## src/sv/cvs_pkg.sv

```systemverilog
// ----------------------------------------------------------------------------
// cvs_pkg
// Shared widths and defaults for the cell voltage statistics core.
// ----------------------------------------------------------------------------
package cvs_pkg;

  // field widths
  localparam int CELL_W = 16;
  localparam int POS_W  = 6;
  localparam int SUM_W  = 21;

  // default report length limit
  localparam int MAX_CELLS_DEF = 32;

  // divider step counter width
  localparam int STEP_W = $clog2(SUM_W);

endpackage

```

## src/sv/cell_voltage_statistics_core.sv

```systemverilog
// ----------------------------------------------------------------------------
// cell_voltage_statistics_core
// Running min, max, positions, sum and count over one pack report, with a
// min/max/delta/average result on the last cell of each report.
// ----------------------------------------------------------------------------
//
//  channel | direction | handshake          | payload
//  --------+-----------+--------------------+-----------------------------------
//  in      | input     | in_valid/in_stall  | cell_mv, last_cell
//  out     | output    | out_valid/out_stall| report_valid, min/max, positions,
//          |           |                    | delta, average, cell_count
//
//  A cell that is not the last one is captured on the transfer and applied in
//  the update state. The last cell of a valid report then runs the restoring
//  subtract unit over the SUM_W-bit sum to form the average, and the result
//  is then loaded into the output register; a rejected report skips the divide.
//  The result sits in an output register, so the next report starts while it
//  waits; a new last cell waits only if the previous result is still held.
//  rst_n is synchronous and active low; it clears the sequencer, the
//  accumulators and out_valid.
//
module cell_voltage_statistics_core #(
  parameter int MAX_CELLS = cvs_pkg::MAX_CELLS_DEF
) (
  input  logic                       clk,
  input  logic                       rst_n,
  // input channel
  input  logic                       in_valid,
  output logic                       in_stall,
  input  logic [cvs_pkg::CELL_W-1:0] in_cell_mv,
  input  logic                       in_last_cell,
  // result channel
  output logic                       out_valid,
  input  logic                       out_stall,
  output logic                       out_report_valid,
  output logic [cvs_pkg::CELL_W-1:0] out_min_mv,
  output logic [cvs_pkg::CELL_W-1:0] out_max_mv,
  output logic [cvs_pkg::POS_W-1:0]  out_min_position,
  output logic [cvs_pkg::POS_W-1:0]  out_max_position,
  output logic [cvs_pkg::CELL_W-1:0] out_delta_mv,
  output logic [cvs_pkg::CELL_W-1:0] out_average_mv,
  output logic [cvs_pkg::POS_W-1:0]  out_cell_count
);
  import cvs_pkg::*;

  localparam logic [POS_W-1:0]  MaxCnt   = POS_W'(MAX_CELLS);
  localparam logic [POS_W-1:0]  OverCnt  = POS_W'(MAX_CELLS + 1);
  localparam logic [CELL_W:0]   MinReset = {1'b1, {CELL_W{1'b0}}};
  localparam logic [STEP_W-1:0] LastStep = STEP_W'(SUM_W - 1);

  // sequencer states
  localparam logic [1:0] S_IDLE   = 2'd0;
  localparam logic [1:0] S_UPDATE = 2'd1;
  localparam logic [1:0] S_DIVIDE = 2'd2;
  localparam logic [1:0] S_WAIT   = 2'd3;

  logic [1:0]        state_r, state_nxt;

  // captured input item
  logic [CELL_W-1:0] cell_r;
  logic              last_r;

  // accumulators
  logic [CELL_W:0]   min_r, min_nxt;
  logic [CELL_W-1:0] max_r, max_nxt;
  logic [POS_W-1:0]  min_pos_r, min_pos_nxt;
  logic [POS_W-1:0]  max_pos_r, max_pos_nxt;
  logic [SUM_W-1:0]  sum_r, sum_nxt;
  logic [POS_W-1:0]  count_r, count_nxt;

  // divide unit
  logic [SUM_W-1:0]  div_q_r, div_q_nxt;
  logic [POS_W-1:0]  div_rem_r, div_rem_nxt;
  logic [POS_W-1:0]  div_den_r, div_den_nxt;
  logic [STEP_W-1:0] div_step_r, div_step_nxt;
  logic [POS_W:0]    rem_shift;
  logic [POS_W+1:0]  rem_diff;

  // output register
  logic              out_valid_r;
  logic              out_report_valid_r;
  logic [CELL_W-1:0] out_min_r, out_max_r, out_delta_r, out_avg_r;
  logic [POS_W-1:0]  out_min_pos_r, out_max_pos_r, out_count_r;

  logic in_xfer, out_free, load_out, report_ok;

  assign in_xfer   = in_valid && !in_stall;
  assign out_free  = !out_valid_r || !out_stall;
  assign load_out  = (state_r == S_WAIT) && out_free;
  assign report_ok = (count_r != 0) && (count_r <= MaxCnt);
  assign in_stall  = (state_r != S_IDLE);

  // one restoring divide step: shift in a dividend bit, trial subtract
  assign rem_shift = {div_rem_r, div_q_r[SUM_W-1]};
  assign rem_diff  = {1'b0, rem_shift} - {2'b00, div_den_r};

  // accumulator update for the captured cell
  always_comb begin
    min_nxt     = min_r;
    max_nxt     = max_r;
    min_pos_nxt = min_pos_r;
    max_pos_nxt = max_pos_r;
    sum_nxt     = sum_r;
    count_nxt   = count_r;
    if (count_r < MaxCnt) begin
      sum_nxt   = sum_r + SUM_W'(cell_r);
      count_nxt = count_r + POS_W'(1);
      if ({1'b0, cell_r} < min_r) begin
        min_nxt     = {1'b0, cell_r};
        min_pos_nxt = count_r + POS_W'(1);
      end
      if (cell_r > max_r) begin
        max_nxt     = cell_r;
        max_pos_nxt = count_r + POS_W'(1);
      end
    end else begin
      count_nxt = OverCnt;
    end
  end

  // sequencer and divide unit control
  always_comb begin
    state_nxt    = state_r;
    div_q_nxt    = div_q_r;
    div_rem_nxt  = div_rem_r;
    div_den_nxt  = div_den_r;
    div_step_nxt = div_step_r;
    unique case (state_r)
      S_IDLE: begin
        if (in_xfer) state_nxt = S_UPDATE;
      end
      S_UPDATE: begin
        if (!last_r) begin
          state_nxt = S_IDLE;
        end else if (count_nxt > MaxCnt) begin
          state_nxt = S_WAIT;
        end else begin
          div_q_nxt    = sum_nxt;
          div_rem_nxt  = '0;
          div_den_nxt  = count_nxt;
          div_step_nxt = LastStep;
          state_nxt    = S_DIVIDE;
        end
      end
      S_DIVIDE: begin
        if (!rem_diff[POS_W+1]) begin
          div_rem_nxt = rem_diff[POS_W-1:0];
          div_q_nxt   = {div_q_r[SUM_W-2:0], 1'b1};
        end else begin
          div_rem_nxt = rem_shift[POS_W-1:0];
          div_q_nxt   = {div_q_r[SUM_W-2:0], 1'b0};
        end
        div_step_nxt = div_step_r - STEP_W'(1);
        if (div_step_r == '0) state_nxt = S_WAIT;
      end
      S_WAIT: begin
        if (out_free) state_nxt = S_IDLE;
      end
      default: state_nxt = S_IDLE;
    endcase
  end

  // control state and accumulators
  always_ff @(posedge clk) begin
    if (!rst_n) begin
      state_r     <= S_IDLE;
      out_valid_r <= 1'b0;
      min_r       <= MinReset;
      max_r       <= '0;
      min_pos_r   <= '0;
      max_pos_r   <= '0;
      sum_r       <= '0;
      count_r     <= '0;
    end else begin
      state_r <= state_nxt;
      if (load_out) begin
        out_valid_r <= 1'b1;
      end else if (!out_stall) begin
        out_valid_r <= 1'b0;
      end
      if (state_r == S_UPDATE) begin
        min_r     <= min_nxt;
        max_r     <= max_nxt;
        min_pos_r <= min_pos_nxt;
        max_pos_r <= max_pos_nxt;
        sum_r     <= sum_nxt;
        count_r   <= count_nxt;
      end else if (load_out) begin
        min_r     <= MinReset;
        max_r     <= '0;
        min_pos_r <= '0;
        max_pos_r <= '0;
        sum_r     <= '0;
        count_r   <= '0;
      end
    end
  end

  // input capture and divide unit registers
  always_ff @(posedge clk) begin
    if (in_xfer) begin
      cell_r <= in_cell_mv;
      last_r <= in_last_cell;
    end
    div_q_r    <= div_q_nxt;
    div_rem_r  <= div_rem_nxt;
    div_den_r  <= div_den_nxt;
    div_step_r <= div_step_nxt;
  end

  // result payload
  always_ff @(posedge clk) begin
    if (load_out) begin
      out_report_valid_r <= report_ok;
      if (report_ok) begin
        out_min_r     <= min_r[CELL_W-1:0];
        out_max_r     <= max_r;
        out_min_pos_r <= min_pos_r;
        out_max_pos_r <= max_pos_r;
        out_delta_r   <= max_r - min_r[CELL_W-1:0];
        out_avg_r     <= div_q_r[CELL_W-1:0];
        out_count_r   <= count_r;
      end else begin
        out_min_r     <= '0;
        out_max_r     <= '0;
        out_min_pos_r <= '0;
        out_max_pos_r <= '0;
        out_delta_r   <= '0;
        out_avg_r     <= '0;
        out_count_r   <= OverCnt;
      end
    end
  end

  assign out_valid        = out_valid_r;
  assign out_report_valid = out_report_valid_r;
  assign out_min_mv       = out_min_r;
  assign out_max_mv       = out_max_r;
  assign out_min_position = out_min_pos_r;
  assign out_max_position = out_max_pos_r;
  assign out_delta_mv     = out_delta_r;
  assign out_average_mv   = out_avg_r;
  assign out_cell_count   = out_count_r;

endmodule

```

## config.mk

```make
export PLATFORM = sky130hd
export DESIGN_NAME = cell_voltage_statistics_core
export DESIGN_NICKNAME = d
export VERILOG_FILES = /design/src/sv/cvs_pkg.sv /design/src/sv/cell_voltage_statistics_core.sv
export SDC_FILE = /design/constraint.sdc
export NUM_CORES = 1
export LEC_CHECK = 0
export ABC_AREA = 1
export BUFFER_PORTS_ARGS = -buffer_cell sky130_fd_sc_hd__buf_2
export CAP_MARGIN = 20
export CORE_MARGIN = 3
export CORE_UTILIZATION = 60
export CTS_BUF_LIST = sky130_fd_sc_hd__clkbuf_8 sky130_fd_sc_hd__clkbuf_16
export CTS_CLUSTER_SIZE = 25
export DETAILED_ROUTE_END_ITERATION = 10
export PLACE_DENSITY = 0.8
export SLEW_MARGIN = 0
export SYNTH_ARGS = -nofsm -noshare
export SYNTH_HDL_FRONTEND = slang
export SYNTH_SLANG_ARGS = --single-unit
```

## constraint.sdc

```tcl
create_clock -name clk -period 5.35 [get_ports clk]
set_input_delay 0.2675 -clock clk [delete_from_list [all_inputs] [get_ports clk]]
set_output_delay 0.2675 -clock clk [all_outputs]
set_load 0.01 [all_outputs]
```

==> impl_metrics.toml, run 1 <==
[grt]
grt_usage = 0.253
grt_pass1_vias = 8474
grt_overflow = 0
antenna_found_initial = 0
grt_max_degree = 82
grt_pass1_wl_microns = 42400

[synth]
synth_area_sq_um = 11300
ys_types = 47
ys_seq_area_frac = 0.498
synth_edf_count = 138
synth_largest_area_cell = "edfxtp_1"
postSynthAreaPerCell_sq_um = 8.44
synth_top_area_frac = 0.365
synth_nets = 1440
synth_seq_cells = 213
ys.flop_type = "edfxtp_1"
yosys-top-cells-area = "edfxtp_1 (37%), dfxtp_1 (13%), nand2_1 (9.7%), ha_1 (7.9%), nor2_1 (6.1%)"
async_reset_ff_frac = 0
yosys_warnings = 0
postSynthCellCount = 1344

[critical_path]
crit_start = "count_r[5]$_SDFFE_PN0P_"
worstPathArrival_ns = 2.87
end_kind = "flip-flop"
crit_path_end = "div_q_r[9]$_DFFE_PP_"
reg2regPathDepth = 6
slowest_delay_ns = 0.62
worstReg2RegStart = "count_r[5]$_SDFFE_PN0P_"
worstPathCellList = "inv_2 -> nand2_1 -> nor3_1 -> a31oi_1 -> o21ai_2 -> buf_4"
regToRegSetupSlack_ns = 2.63
reg2reg_to = "div_q_r[9]$_DFFE_PP_"
crit_required_ns = 5.50
path_class = "flip-flop to flip-flop"
cp.depth = 6
path_max_fanout = 42
cp-start-kind = "flip-flop"
cp_top_family = "buffers and inverters"
slowest_stage = "inv_2"
critical_path_buf_inv_count = 2

[worst_hold_path]
hold_path.class = "primary input to flip-flop"
min_path_cells = 3
hold_start = "out_stall"

[clock_network]
insertion_delay_ns = 0.51
cts_sinks = 213
post_cts_resized = 0
clk_pin_slew_ns = 0.06
cts_buffer_depth = 3
cts_root_buf = "clkbuf_16"
h-tree-depth = 1
numCtsBuffers = 23
tritoncts = "built"

[timing]
worst_slew_pin_slew_ns = 1.06
slew_headroom = 0.296
final.setup.tns_ns = 0
final_max_slew_viol_count = 0
finalWorstSetupSlack_ns = 2.63
period_minus_slack_ns = 2.72
period_share = 0.508
setup_viol = 0
rsz0062_at_grt = "false"
max_clock_freq_mhz = 368
finalHoldViolCount = 0
finClkSkew_ns = 0.00864

[power_and_ir_drop]
p_sw_frac = 0.326
p_per_area_nw_per_um2 = 369
combPwrFrac = 0.268
clkPwrFrac = 0.310
peakVddDrop_mv = 0.342
total_leakage_power_nw = 5.63
p_sw_mw = 1.55
pwr-share-seq = 0.422
internal_power_mw = 3.21

[cells_and_area]
final_core_util = 0.707
antennaDiodeCount = 0
final_cell_mix = "nand2_1 (293), nor2_1 (185), inv_1 (163)"
finalNetCount = 1552
multiInputGateArea_sq_um = 4820
layout_commonest_cell = "nand2_1"
fillCellCount = 1433
seqCellArea_sq_um = 5650
drive_gt1_frac = 0.126
syn_to_final_growth_pct = 13.9
layout.cells.non_filler = 1701

[die]
coreArea_sq_um = 18300
die_area_sq_um = 20600
die_h_microns = 143
ios = 106
row_count = 49
initial_core_util = 0.621
die_w_microns = 143

[drt]
wirelength_microns = 26500
routed_via_density = 5.48
drc = 0
vias = 9328
avgRoutedWirePerCell_microns = 15.6
drt_pass1_iterations = 6
route.antenna.remaining_nets = 0
drt_iter0_markers = 840

[placed_design]
io_buffers = 105
gp_congestion = 0.910
place_inst = 1640
hpwl_microns = 18000
post-place-ws_ns = 2.37

[outcome]
status = "completed"

[run]
maxCapViolations = 0
[power by group through the flow]
stage	registers, mW	logic [mW]	clock network [mW]
2_1_floorplan	2.02	0.947	0
3_3_place_gp	2.04	1.18	0
3_5_place_dp	2.04	1.22	0
4_1_cts	2.01	1.24	1.49
5_1_grt	2.02	1.45	1.56
6_report	2.01	1.28	1.47
[worst min-delay path by stage]
stage,endpoint,slack [ns]
after floorplan,cell_r[0]$_DFFE_PP_,0.37
after detailed placement,cell_r[14]$_DFFE_PP_,0.45
after global routing,out_valid$_SDFFE_PN0P_,0.1
after CTS,out_valid$_SDFFE_PN0P_,0.07
final,out_valid$_SDFFE_PN0P_,0.1
after global placement,cell_r[14]$_DFFE_PP_,0.45
[kinds of logic (layout without fill, tap and decap cells)]
family,Yosys count,in the layout,share of synthesized area
and+or+nand+nor,636,636,0.235
DFF,213,213,0.498
buffers and inverters,208,336,0.0782
AOI/OAI and AO/OA,199,199,0.0934
adders and majority gates,75,75,0.0847
xor gates and xnor gates,11,11,0.00916
muxes,2,2,0.00177
[timing repair]
item                      4_1_cts  5_1_grt
buffers inserted                0        0
hold buffers                   17        0
hold endpoints to repair       17        0
[registers in the layout, summed over array words and instances (netlist names), 5 cells and up, named ones only]
| register | cells |
|---|---|
| cell_r | 16 |
| count_r | 6 |
| div_den_r | 6 |
| div_q_r | 21 |
| div_rem_r | 6 |
| div_step_r | 5 |
| max_pos_r | 6 |
| max_r | 16 |
| min_pos_r | 6 |
| min_r | 17 |
| out_average_mv | 16 |
| out_cell_count | 6 |
| out_delta_mv | 16 |
| out_max_mv | 16 |
| out_max_position | 6 |
| out_min_mv | 16 |
| out_min_position | 6 |
| sum_r | 21 |
[synthesized netlist by cell type, types with 4 or more instances]
cell      count
nor2_1      185
nand2_1     293
edfxtp_1    138
a21oi_1     125
o21ai_0      43
clkbuf_1     12
o21ai_1       8
or2_2        13
ha_1         72
dfxtp_1      75
nand3b_1      5
inv_1       155
buf_4         8
a31oi_1       4
buf_6         7
xor2_1        8
nand2_2       7
buf_2        19
nand3_1     102
o21a_1        4
nor3_1       10
nand4_1       8
[routing by layer]
metal / part of all wire / wire length [microns] / vias to the layer above / GRT usage
met2: 0.46 / 12200 / 334 / 0.408
li1: - / - / 4652 / -
met1: 0.45 / 11900 / 4291 / 0.365
met3: 0.064 / 1690 / 51 / 0.0363
met5: 0 / 0 / - / 0
met4: 0.026 / 682 / 0 / 0.0605
[metrics by stage]
stage                     cell area [sq um]  hold WS (ns)  power [mW]
final                                 12900        0.0957        4.76
after global routing                  12900        0.0953        5.04
after CTS                             12800        0.0726        4.74
after detailed placement              12000         0.446        3.26
after global placement                12000         0.445        3.22
after floorplan                       11300         0.366        2.97
[final cells by class]
type                       instances  share of cell area
multi-input combinational        923               0.373
tap                              229              0.0222
inverter                         160              0.0466
clock buffer                      29              0.0509
sequential                       213               0.437
timing repair buffer             135              0.0661
clock inverter                    12             0.00368
[worst register-to-register path: stages (launching register included)]
cell and delay, ns:
dfxtp_1 0.47, inv_2 0.62, nand2_1 0.24, nor3_1 0.26, a31oi_1 0.18, o21ai_2 0.15, buf_4 0.41
(Power assumes the default switching activity.)
==> run 2, diff against run 1 <==
==> constraint.sdc (replaced) <==
create_clock -name clk -period 2.5 [get_ports clk]
set_input_delay 0.125 -clock clk [delete_from_list [all_inputs] [get_ports clk]]
set_output_delay 0.125 -clock clk [all_outputs]
set_load 0.01 [all_outputs]
==> impl_metrics.toml, run 2 (same netlist as run 1, synthesis figures left out) <==
[outcome]
status = "completed"

[cells_and_area]
finalNetCount = 1563
top_regs = "div_q_r x21, sum_r x21, min_r x17"
syn_to_final_growth_pct = 14.9
antennaDiodeCount = 0
final_cell_mix = "nand2_1 (292), nor2_1 (185), inv_1 (156)"
multiInputGateArea_sq_um = 4850
design_area_sq_um = 13000
drive_gt1_frac = 0.139
fillCellCount = 1431
layout_commonest_cell = "nand2_1"
seqCellArea_sq_um = 5650
layout.cells.non_filler = 1713

[die]
die_h_microns = 143
row_count = 49
ios = 106
die_area_sq_um = 20600
die_w_microns = 143
coreArea_sq_um = 18300
initial_core_util = 0.621

[power_and_ir_drop]
p_per_area_nw_per_um2 = 791
peakVddDrop_mv = 0.539
total_leakage_power_nw = 5.66

[drt]
vias = 9482
drc = 0
wirelength_microns = 27100
avgRoutedWirePerCell_microns = 15.8
routed_via_density = 5.54
route.antenna.remaining_nets = 0
drt_pass1_iterations = 5
drt_iter0_markers = 808

[timing]
period_minus_slack_ns = 2.31
slew_headroom = 0.649
rsz0062_at_grt = "false"
final.setup.tns_ns = 0
final_max_slew_viol_count = 0
finalHoldViolCount = 0
period_share = 0.925
worst_slew_pin_slew_ns = 0.525
finClkSkew_ns = 0.0104
setup_viol = 0
max_clock_freq_mhz = 433

[critical_path]
end_kind = "flip-flop"
worstPathArrival_ns = 2.58
crit_required_ns = 2.77
path_max_fanout = 4
cp-start-kind = "flip-flop"
path_class = "flip-flop to flip-flop"

[placed_design]
place_inst = 1651
io_buffers = 105
gp_congestion = 0.985
hpwl_microns = 18900
place_area_sq_um = 12100

[clock_network]
h-tree-depth = 1
clk_pin_slew_ns = 0.06
cts_sinks = 213
numCtsBuffers = 23
cts_buffer_depth = 3
insertion_delay_ns = 0.51
tritoncts = "built"
cts_root_buf = "clkbuf_16"

[grt]
grt_usage = 0.258
antenna_found_initial = 0
grt_pass1_wl_microns = 43200
grt_pass1_vias = 8960
grt_overflow = 0
grt_max_degree = 80

[worst_hold_path]
hold_path.class = "primary input to flip-flop"

[run]
maxCapViolations = 0
## run 2: critical path: stages, from the launching register on
cell,delay (ns)
dfxtp_1,0.36
inv_1,0.08
ha_1,0.22
fa_1,0.40
inv_1,0.07
nand3_1,0.06
nand2_1,0.14
a21boi_0,0.15
o21ai_1,0.28
nand2_1,0.08
nand2_1,0.09
nand2_1,0.05
nand2_1,0.05
nor2_1,0.04
## run 2: cell type report
cell class              instances  share of cell area
multi-input cells             923               0.372
clock buffers                  27              0.0484
repair buffers                146              0.0695
clock inverters                15             0.00778
well taps                     229              0.0220
inverters                     160              0.0464
flip-flops and latches        213               0.433
## run 2: path summary, 6_finish.rpt
path / start / end / slack, ns / depth (start not counted)
min reg2reg: max_pos_r[2]$_SDFFE_PN0P_ / max_pos_r[2]$_SDFFE_PN0P_ / 0.47 / 2
max: max_r[0]$_SDFFE_PN0P_ / out_delta_mv[10]$_SDFFCE_PN0P_ / 0.19 / 13
max reg2reg: max_r[0]$_SDFFE_PN0P_ / out_delta_mv[10]$_SDFFCE_PN0P_ / 0.19 / 13
min: rst_n / sum_r[20]$_SDFFE_PN0P_ / 0.11 / 3
## run 2: timing repair
item	in CTS	in global routing
hold buffers	19	0
buffers inserted	0	1
gates resized for setup	0	3
setup endpoints to repair	0	3
hold endpoints to repair	19	0
## run 2: power breakdown
part           internal, mW  switching, mW
registers              4.10          0.198
logic                 0.941           1.81
clock network          1.90           1.36
total                  6.94           3.36
## run 2: layer usage
layer,GRT usage,up-vias,part of all wire
met5,0,-,0
met4,0.0857,0,0.031
met3,0.0419,67,0.069
met2,0.427,372,0.47
met1,0.350,4355,0.43
li1,-,4688,-
## run 2: metrics by stage
step	hold WS, ns	total power [mW]	setup WS [ns]	utilization
after floorplan	0.224	6.35	0.0241	-
after global placement	0.302	6.93	0.213	0.662
after detailed placement	0.303	7.02	0.149	0.662
after CTS	0.101	10.3	0.113	0.712
after global routing	0.116	10.9	0.0133	0.713
final	0.106	10.3	0.188	0.713
==> run 3, diff against run 2 <==
--- a/config.mk
+++ b/config.mk
@@ -5,7 +5,6 @@
 export SDC_FILE = /design/constraint.sdc
 export NUM_CORES = 1
 export LEC_CHECK = 0
-export ABC_AREA = 1
 export BUFFER_PORTS_ARGS = -buffer_cell sky130_fd_sc_hd__buf_2
 export CAP_MARGIN = 20
 export CORE_MARGIN = 3
@@ -13,7 +12,7 @@
 export CTS_BUF_LIST = sky130_fd_sc_hd__clkbuf_8 sky130_fd_sc_hd__clkbuf_16
 export CTS_CLUSTER_SIZE = 25
 export DETAILED_ROUTE_END_ITERATION = 10
-export PLACE_DENSITY = 0.8
+export PLACE_DENSITY = 0.81
 export SLEW_MARGIN = 0
 export SYNTH_ARGS = -nofsm -noshare
 export SYNTH_HDL_FRONTEND = slang
==> impl_metrics.toml, run 3 <==
[outcome]
status = "finished, violations left"
violations = "negative setup slack"

[synth]
synth_largest_area_cell = "edfxtp_1"
postSynthCellCount = 1078
ys_seq_area_frac = 0.516
synth.most_common_cell = "edfxtp_1"
yosys-top-cells-area = "edfxtp_1 (38%), dfxtp_1 (14%), ha_1 (8.2%), nand2_1 (4.4%), nor2_1 (3.8%)"
synth_area_sq_um = 10900
synth_top_area_frac = 0.379
ys_types = 67
ys.flop_type = "edfxtp_1"
async_reset_ff_frac = 0
yosys_warnings = 0
postSynthAreaPerCell_sq_um = 10.1
synth_seq_cells = 213
synth_nets = 1174
synth_top_cells_by_count = "edfxtp_1 (138), nand2_1 (128), nor2_1 (112)"
synth_edf_count = 138

[power_and_ir_drop]
p_per_area_nw_per_um2 = 744
peakVddDrop_mv = 0.636
p_total_mw = 9.97
total_leakage_power_nw = 5.38

[cells_and_area]
finalNetCount = 1337
syn_to_final_growth_pct = 22.5
layout_commonest_cell = "edfxtp_1"
design_area_sq_um = 13400
antennaDiodeCount = 0
drive_gt1_frac = 0.205
final_cell_mix = "edfxtp_1 (138), nand2_1 (128), nor2_1 (110)"
top_regs = "div_q_r x21, sum_r x21, min_r x17"

[timing]
slew_headroom = 0.547
finClkSkew_ns = 0.00846
final_max_slew_viol_count = 0
finalWorstSetupSlack_ns = -0.0427
rsz0062_at_grt = "true"
finalHoldViolCount = 0
max_clock_freq_mhz = 393
period_share = 1.02
worst_slew_pin_slew_ns = 0.680
period_minus_slack_ns = 2.54
setup_viol = 4
hold_slack_ns = 0.0456

[clock_network]
insertion_delay_ns = 0.51
numCtsBuffers = 23
tritoncts = "built"
cts_root_buf = "clkbuf_16"
cts_buffer_depth = 3
clk_pin_slew_ns = 0.06
h-tree-depth = 1
cts_sinks = 213

[die]
row_count = 48
ios = 106
die_h_microns = 141
die_w_microns = 141
die_area_sq_um = 19900
initial_core_util = 0.622
coreArea_sq_um = 17600

[worst_hold_path]
min_to = "state_r[0]$_SDFFE_PN0P_"
hold_start = "in_valid"
min_path_cells = 5
hold_path.class = "primary input to flip-flop"

[placed_design]
hpwl_microns = 18500
place_area_sq_um = 12000
gp_congestion = 0.895
io_buffers = 105

[critical_path]
path_max_fanout = 9
worstReg2RegStart = "cell_r[12]$_DFFE_PP_"
regToRegSetupSlack_ns = -0.04
reg2regPathDepth = 9
slowest_delay_ns = 0.52
path_class = "flip-flop to flip-flop"
cp-start-kind = "flip-flop"
critical_path_buf_inv_count = 1
reg2reg_to = "min_r[12]$_SDFFE_PN0P_"
worstPathCellList = "ha_4 -> a21oi_1 -> o21ai_2 -> a2111oi_4 -> o31a_2 -> nor3_4 -> a21oi_4 -> clkbuf_16 -> mux2i_1"
worstPathArrival_ns = 2.98
slowest_stage = "edfxtp_1"
end_kind = "flip-flop"
crit_required_ns = 2.94
cp_top_family = "compound AO/OA/AOI/OAI gates"

[grt]
antenna_found_initial = 0
grt_pass1_vias = 8558
grt_pass1_wl_microns = 42400
grt_max_degree = 54
grt_usage = 0.261
grt_overflow = 0

[drt]
vias = 8846
routed_via_density = 5.96
route.antenna.remaining_nets = 0
wirelength_microns = 27500
drt_pass1_iterations = 5
drc = 0
avgRoutedWirePerCell_microns = 18.5
drt_iter0_markers = 796

[run]
maxCapViolations = 0
-- run 3: layout make-up --
type                       instances  area [sq um]
sequential                       213          5650
multi-input combinational        755          5160
fill                            1158          4190
timing repair buffer             190          1330
clock buffer                      26           617
tap                              225           282
inverter                          58           220
clock inverter                    16           153
-- run 3: worst max path at each step --
stage | depth (start not counted) | start | to
2_1_floorplan | 8 | flip-flop | max_pos_r[3]$_SDFFE_PN0P_
3_3_place_gp | 10 | cell_r[0]$_DFFE_PP_ | div_q_r[18]$_DFFE_PP_
3_5_place_dp | 9 | cell_r[12]$_DFFE_PP_ | min_pos_r[5]$_SDFFE_PN0P_
4_1_cts | 10 | cell_r[0]$_DFFE_PP_ | div_q_r[18]$_DFFE_PP_
5_1_grt | 9 | cell_r[12]$_DFFE_PP_ | min_r[12]$_SDFFE_PN0P_
6_report | 9 | cell_r[12]$_DFFE_PP_ | min_r[12]$_SDFFE_PN0P_
-- run 3: worst register-to-register path: cells and delay by family (launching register included) --
kind	cells	cell delay (ns)
AOI/OAI and AO/OA	5	1.15
DFF	1	0.52
adders and majority gates	1	0.28
buffers and inverters	1	0.24
muxes	1	0.21
and+or+nand+nor	1	0.06
-- run 3: routing by layer --
metal / GRT usage / wire, microns
met1: 0.340 / 11000
met2: 0.454 / 13700
met3: 0.0407 / 2110
met4: 0.0719 / 620
met5: 0 / 0
-- run 3: timing repair --
action	4_1_cts	5_1_grt
gates resized for setup	6	47
pin swaps	1	18
hold endpoints to repair	19	0
setup endpoints to repair	27	40
cloned	0	2
setup buffers	0	7
hold buffers	19	0
-- run 3: cells by family after synthesis --
| group | synth area share |
|---|---|
| compound gates | 0.126 |
| fa+ha+maj | 0.0879 |
| buf+inv | 0.0412 |
| mux | 0.0293 |
| flops | 0.516 |
| simple gates | 0.175 |
| xor+xnor | 0.0240 |
-- run 3: report_power, final --
part	leakage (nW)	internal, mW	total [mW]	switching [mW]
logic	3.04	0.987	2.33	1.34
registers	1.95	4.01	4.16	0.152
clock network	0.386	2.07	3.49	1.41
total	5.38	7.07	9.97	2.90
-- run 3: through the flow --
step / instances / setup WS (ns) / utilization / TNS, ns
5_1_grt: 1483 / -0.145 / 0.762 / -1.82
2_1_floorplan: 1078 / 0.0651 / - / 0
4_1_cts: 1474 / 0.0182 / 0.740 / 0
3_3_place_gp: 1413 / -0.00469 / 0.684 / -0.00534
3_5_place_dp: 1413 / -0.0849 / 0.684 / -1.25
6_report: 1483 / -0.0427 / 0.762 / -0.0525
